File: config.mk
export PLATFORM = sky130hd
export DESIGN_NAME = wfx_ctrl
export DESIGN_NICKNAME = d
export VERILOG_FILES = /design/src/rtl/wfx_pkg.sv /design/src/rtl/wfx_ctrl.sv
export SDC_FILE = /design/constraint.sdc
export NUM_CORES = 1
export LEC_CHECK = 0
export ABC_CLOCK_PERIOD_IN_PS = 1800
export BUFFER_PORTS_ARGS = -buffer_cell sky130_fd_sc_hd__buf_2
export CELL_PAD_IN_SITES_DETAIL_PLACEMENT = 1
export CELL_PAD_IN_SITES_GLOBAL_PLACEMENT = 1
export CORE_MARGIN = 2
export CORE_UTILIZATION = 25
export CTS_BUF_LIST = sky130_fd_sc_hd__clkbuf_8
export CTS_CLUSTER_DIAMETER = 150
export DETAILED_ROUTE_END_ITERATION = 6
export GPL_TIMING_DRIVEN = 0
export PLACE_DENSITY_LB_ADDON = 0.12
export SLEW_MARGIN = 20
export SYNTH_ARGS = -nofsm -noshare
export SYNTH_HDL_FRONTEND = slang
export SYNTH_SLANG_ARGS = --single-unit
File: constraint.sdc
create_clock -name clk_i -period 1.8 [get_ports clk_i]
set_clock_uncertainty 0.05 [all_clocks]
set_input_delay 0.18 -clock clk_i [delete_from_list [all_inputs] [get_ports clk_i]]
set_output_delay 0.18 -clock clk_i [all_outputs]
set_load 0.02 [all_outputs]
File: src/rtl/wfx_pkg.sv
// Package for the wave effect engine: item and result types, request and
// effect codes, controller command and status structs. No dependencies.
package wfx_pkg;

  localparam int NUM_WAVES  = 32;
  localparam int WAVE_SIZE  = 128;
  localparam int WAVE_W     = $clog2(NUM_WAVES);
  localparam int SAMPLE_W   = $clog2(WAVE_SIZE);
  localparam int ADDR_W     = WAVE_W + SAMPLE_W;
  localparam int STORE_SIZE = NUM_WAVES * WAVE_SIZE;

  localparam logic [1:0] REQ_WRITE = 2'd0;
  localparam logic [1:0] REQ_READ  = 2'd1;
  localparam logic [1:0] REQ_FX    = 2'd2;
  localparam logic [1:0] REQ_NONE  = 2'd3;

  localparam logic [3:0] FX_NONE      = 4'd0;
  localparam logic [3:0] FX_FILTER1   = 4'd1;
  localparam logic [3:0] FX_MIX       = 4'd2;
  localparam logic [3:0] FX_ROT_LEFT  = 4'd3;
  localparam logic [3:0] FX_ROT_RIGHT = 4'd4;
  localparam logic [3:0] FX_COMPRESS  = 4'd5;
  localparam logic [3:0] FX_STRETCH   = 4'd6;
  localparam logic [3:0] FX_NEGATE    = 4'd7;
  localparam logic [3:0] FX_MADMIX    = 4'd8;
  localparam logic [3:0] FX_ADD       = 4'd9;
  localparam logic [3:0] FX_FILTER2   = 4'd10;
  localparam logic [3:0] FX_MORPH     = 4'd11;
  localparam logic [3:0] FX_FASTMORPH = 4'd12;
  localparam logic [3:0] FX_FILTER3   = 4'd13;
  localparam logic [3:0] FX_POLYGATE  = 4'd14;
  localparam logic [3:0] FX_COLGATE   = 4'd15;

  typedef struct packed {
    logic [1:0]        req_type;
    logic [11:0]       address;
    logic signed [7:0] write_data;
    logic [3:0]        effect_kind;
    logic [4:0]        dest_wave;
    logic [4:0]        source_a;
    logic [7:0]        source_b;
    logic [7:0]        wave_len;
    logic [6:0]        effect_step;
  } wfx_req_t;

  typedef struct packed {
    logic signed [7:0] read_data;
    logic [6:0]        next_step;
  } wfx_res_t;

  typedef struct packed {
    logic load;
    logic rd_a;
    logic rd_b;
    logic mul;
    logic wr;
  } wfx_cmd_t;

  typedef struct packed {
    logic empty;
    logic iter_last;
    logic pass_last;
  } wfx_stat_t;

endpackage

File: src/rtl/wfx_ctrl.sv
// Controller state machine of the wave effect engine.
// Depends on wfx_pkg (command and status structs).
module wfx_ctrl (
  input  logic               clk_i,
  input  logic               rst_ni,
  input  logic               start_i,
  input  wfx_pkg::wfx_stat_t stat_i,
  output wfx_pkg::wfx_cmd_t  cmd_o,
  output logic               busy_o,
  output logic               done_o
);
  import wfx_pkg::*;

  typedef enum logic [6:0] {
    ST_IDLE  = 7'b0000001,
    ST_SETUP = 7'b0000010,
    ST_RDA   = 7'b0000100,
    ST_RDB   = 7'b0001000,
    ST_MUL   = 7'b0010000,
    ST_WR    = 7'b0100000,
    ST_DONE  = 7'b1000000
  } state_e;

  state_e state_q, state_d;

  always_comb begin
    state_d = state_q;
    case (state_q)
      ST_IDLE:  if (start_i) state_d = ST_SETUP;
      ST_SETUP: state_d = stat_i.empty ? ST_DONE : ST_RDA;
      ST_RDA:   state_d = ST_RDB;
      ST_RDB:   state_d = ST_MUL;
      ST_MUL:   state_d = ST_WR;
      ST_WR:    state_d = (stat_i.iter_last && stat_i.pass_last) ? ST_DONE : ST_RDA;
      ST_DONE:  state_d = ST_IDLE;
      default:  state_d = ST_IDLE;
    endcase
  end

  always_ff @(posedge clk_i or negedge rst_ni) begin
    if (!rst_ni) begin
      state_q <= ST_IDLE;
    end else begin
      state_q <= state_d;
    end
  end

  assign cmd_o.load = (state_q == ST_IDLE) && start_i;
  assign cmd_o.rd_a = (state_q == ST_RDA);
  assign cmd_o.rd_b = (state_q == ST_RDB);
  assign cmd_o.mul  = (state_q == ST_MUL);
  assign cmd_o.wr   = (state_q == ST_WR);
  assign busy_o     = (state_q != ST_IDLE);
  assign done_o     = (state_q == ST_DONE);

endmodule

After elaboration in Yosys (flattened, before gate mapping)
Index checks and enable logic that the tools add are counted.
{ "totals": {"reg_bits": 7, "out_inout_bits": 7} }
{ "classes": {"n_eq_ne": 9, "n_mux": 4, "reduce_logical": 2} }
{ "ops": {"columns": ["op", "count"], "rows": [
  ["7-bit case mux with 6 select lines", 1],
  ["7-bit two-way mux", 3],
  ["7-bit by 1-bit equality test with 1-bit output (second input constant)", 1],
  ["7-bit by 2-bit equality test with 1-bit output (second input constant)", 1],
  ["7-bit by 3-bit equality test with 1-bit output (second input constant)", 1],
  ["7-bit by 4-bit equality test with 1-bit output (second input constant)", 1],
  ["7-bit by 5-bit equality test with 1-bit output (second input constant)", 1],
  ["7-bit by 6-bit equality test with 1-bit output (second input constant)", 1],
  ["7-bit equality test (second input constant)", 1],
  ["7-bit by 1-bit inequality test with 1-bit output (second input constant)", 1],
  ["1-bit logical AND", 2],
  ["2-bit inequality test (second input constant)", 1]
]} }

Logic depth before layout (Yosys ltp)
{ "logic_depth": {"word_depth": 3, "depth_mapped": 5} }

Least setup slack after synthesis
Ideal clock, no wire load.
{ "synth_path": {"path_kind": "register to output", "startpoint": "register state_q[5]", "endpoint": "output cmd_o[4] (netlist bit)", "t_arrival_ps": 1497, "stages_incl_launch_ff": 6, "path_slack_ps": 73, "required_ps": 1570, "path_cell_list": "dfrtp_1 > buf_6 > or3_4 > nor2_4 > nand3_2 > nor2_1"} }
{ "synth_lines": {"columns": ["item", "line_no", "text"], "rows": [
  ["start: declaration", "wfx_ctrl.sv:24", "state_e state_q, state_d;"],
  ["start signal: assignment", "wfx_ctrl.sv:44", "state_q <= state_d;"],
  ["end: declaration", "wfx_ctrl.sv:8", "output wfx_pkg::wfx_cmd_t cmd_o,"]
]} }

==> out/metrics.csv <==
stage,metric,value,unit
hold_path,Hold Crit Class,in2reg,
finish,Layout fillers,212,
finish,area of the multi-input gates,274,sq um
clock_network,cts bufs inserted,3,
power,Cell Pwr Density,1170,nW/um^2
synthesis,Synth top cells by count,"9 x nor2_1, 6 x dfrtp_1, 4 x nand2_1",
detailed_routing,highest routed layer,met4,
detailed_routing,routed wire length,1190,microns
status,status,"finished, final reports clean",
synthesis,area share of and/or/nand/nor cells after synthesis,0.461,
power,Sw Share,0.381,
detailed_routing,WL met2,523,microns
floorplanning,# rows,15,
global_routing,vias in the first global route,412,
synthesis,Compound-Gate Fraction of Synth Area,0.0800,
floorplanning,die extent in y,47.3,microns
finish,Area Overhead vs Synth,40.0,%
global_routing,antenna violations before repair,0,
critical_path,CP startpoint kind,flip-flop,
place,post-DP HPWL,818,microns
synthesis,Post-Synth XOR/XNOR Area,0.0187,
critical_path,"CP delay by family, top",simple AND/OR/NAND/NOR gates,
power,worst vdd ir,0.000615,V
finish,"Most flops, register",state_q,
timing,Fin Setup TNS,0,ns
critical_path,Bufs and invs on worst path,2,
critical_path,crit path max fanout,4,
finish,fin util,0.376,
synthesis,Yosys Warn Count,0,
place,pre-CTS setup slack,0.0770,ns
synthesis,Yosys top cell by area,dfrtp_1,
synthesis,Yosys reg bits,7,
clock_network,clk buf depth,2,
clock_network,Root Buffer,clkbuf_8,
finish,share of cells above drive strength 1,0.423,
power,clock power share,0.291,
detailed_routing,DR DRC count,0,
finish,fin cells,96,
synthesis,main combinational cell family by area after synthesis,simple AND/OR/NAND/NOR gates,
synthesis,mux cell area share after synthesis,0,
floorplanning,Core Region,1750,sq um
detailed_routing,TritonRoute pass-1 iters,2,
floorplanning,Die Wd,47.3,microns
critical_path,Worst EP arrival,1.51,ns
critical_path,worst endpoint required time,1.57,ns
synthesis,Yosys cell types,28,
synthesis,Post-Syn Area,469,sq um
synthesis,Mapped Cells,51,
power,switching power,0.292,mW
place,Cells after DPL,88,
power,internal power,0.475,mW
synthesis,"EDFF count, synth",0,
global_routing,GRT Total Usage,0.132,
synthesis,"top cells by area, synth","dfrtp_1 32%, nor2_1 7.2%, and4b_1 6.4%",
synthesis,asr flop ratio synth,1.00,
synthesis,Avg Inst Size Synth,9.20,sq um
detailed_routing,vias,447,
finish,register area,178,sq um
critical_path,Critical-path top delay cell,dfrtp_1,
clock_network,CTS sink cnt,7,
critical_path,max incr delay on CP,0.37,ns
timing,Final Max Slew Viols,0,
timing,Least-Margin Pin Slew,0.360,ns
clock_network,CTS tree,done,
power,P_leak,0.341,nW
finish,# diodes,0,
timing,Fmax achieved,0.574,GHz
timing,crit path time final,1.74,ns
timing,Final Hold Fails,0,
detailed_routing,WL met3,78,microns
place,GPL Wtd Cong,0.670,
floorplanning,Die ar.,2240,sq um
detailed_routing,vias per cell,4.66,
global_routing,largest net degree at the start of global routing,10,
power,Flop pwr share,0.339,
detailed_routing,1st-iter DRT viols,5,
detailed_routing,post-route ant nets,0,
floorplanning,Boundary Pins,13,
critical_path,crit path kind,reg2out,
run,max-cap viol count,0,
clock_network,worst skew pair latency,0.23,ns
floorplanning,Initial Util,0.269,
finish,biggest regs,state_q (7),
synthesis,top_reg_cell synth,dfrtp_1,
critical_path,CP endpoint kind,primary output,
synthesis,Synth Area in Adders,0,
critical_path,CP Cell Sequence,buf_6 > or3_4 > nor2_4 > nand3_2 > nor2_1 > buf_4,
timing,Rel. slew slack,0.760,
power,combinational power share,0.370,
place,input/output buffers,12,
synthesis,syn_nets,57,
timing,RSZ-0062 raised after global routing,true,
timing,setup ws final,0.0565,ns
synthesis,"count leader, synth",nor2_1,
clock_network,H-tree level count,1,
finish,Total Nets Final,78,
synthesis,sequential area share after synthesis,0.376,
detailed_routing,routed length per instance,12.4,microns
global_routing,global route overflow,0,
synthesis,Yosys top cell area share,0.320,
detailed_routing,met1 WL,578,microns
timing,setup violators final,0,
finish,number of flip-flops in the largest register,7,
global_routing,global-route wire length before repair,1940,microns
clock_network,clock transition at the registers of the reported paths,0.04,ns
timing,fin crit share,0.969,
## cells by family (layout without fill, tap and decap cells)
group | count (synthesis) | in the layout
buffers and inverters | 5 | 25
AO/OA/AOI/OAI | 6 | 6
AND/OR/NAND/NOR | 32 | 32
XOR/XNOR | 1 | 1
flip-flops | 7 | 7
## metal layers
metal / global-route usage / vias up
met5: 0 / -
met2: 0.170 / 14
met4: 0.0500 / 0
met1: 0.183 / 207
li1: - / 224
met3: 0.0692 / 2
## stage by stage
stage / area [sq um] / power [mW] / hold slack (ns)
after detailed placement: 561 / 0.518 / -0.0217
final: 657 / 0.767 / 0.164
after global placement: 561 / 0.518 / -0.0178
after floorplan: 469 / 0.437 / -0.166
after CTS: 637 / 0.784 / 0.161
after global routing: 657 / 0.838 / 0.173
## worst paths after layout
path,cells after the start,slack (ns),end,from
max,6,0.06,cmd_o[4],state_q[5]$_DFFE_PN0P_
min,3,0.16,state_q[6]$_DFFE_PN0P_,stat_i[0]
max reg2reg,6,0.35,state_q[0]$_DFFE_PN1P_,state_q[5]$_DFFE_PN0P_
min reg2reg,2,0.52,state_q[1]$_DFFE_PN0P_,state_q[0]$_DFFE_PN1P_
max in group asynchronous,2,1.20,state_q[0]$_DFFE_PN1P_,rst_ni
min in group asynchronous,2,0.26,state_q[4]$_DFFE_PN0P_,rst_ni
## tightest hold or removal path, cell delays in order
cell,delay [ns]
buf_2,0.10
nand3_1,0.06
a21oi_1,0.06
## cell usage in the layout (no fill, tap or decap), drive strengths merged, types with 2 or more instances in the layout
cell type	count
a21oi	3
and3	3
and4b	4
buf	18
clkbuf	3
dfrtp	6
inv	3
nand2	4
nand3	2
nor2	10
nor3	2
## area by class of cell
cell class,count,share of cell area
clock inverters,1,0.00571
repair buffers,17,0.156
flip-flops and latches,7,0.270
plain buffers,2,0.0286
clock buffers,3,0.0629
well taps,25,0.0476
multi-input cells,39,0.417
inverters,2,0.0114
## power by group through the flow
stage	Combinational, mW	Sequential (mW)	Clock (mW)
floorplan	0.216	0.221	0
global placement	0.286	0.232	0
detailed placement	0.286	0.232	0
CTS	0.315	0.235	0.234
global route	0.319	0.270	0.249
finish	0.283	0.260	0.223
## timing repair
action,CTS,global route
setup buffers,1,3
hold endpoints to repair,7,0
pin swaps,1,1
hold buffers,1,0
endpoints found under the setup margin,7,6
resized for setup,3,1
Power figures use the tool's default switching activity.
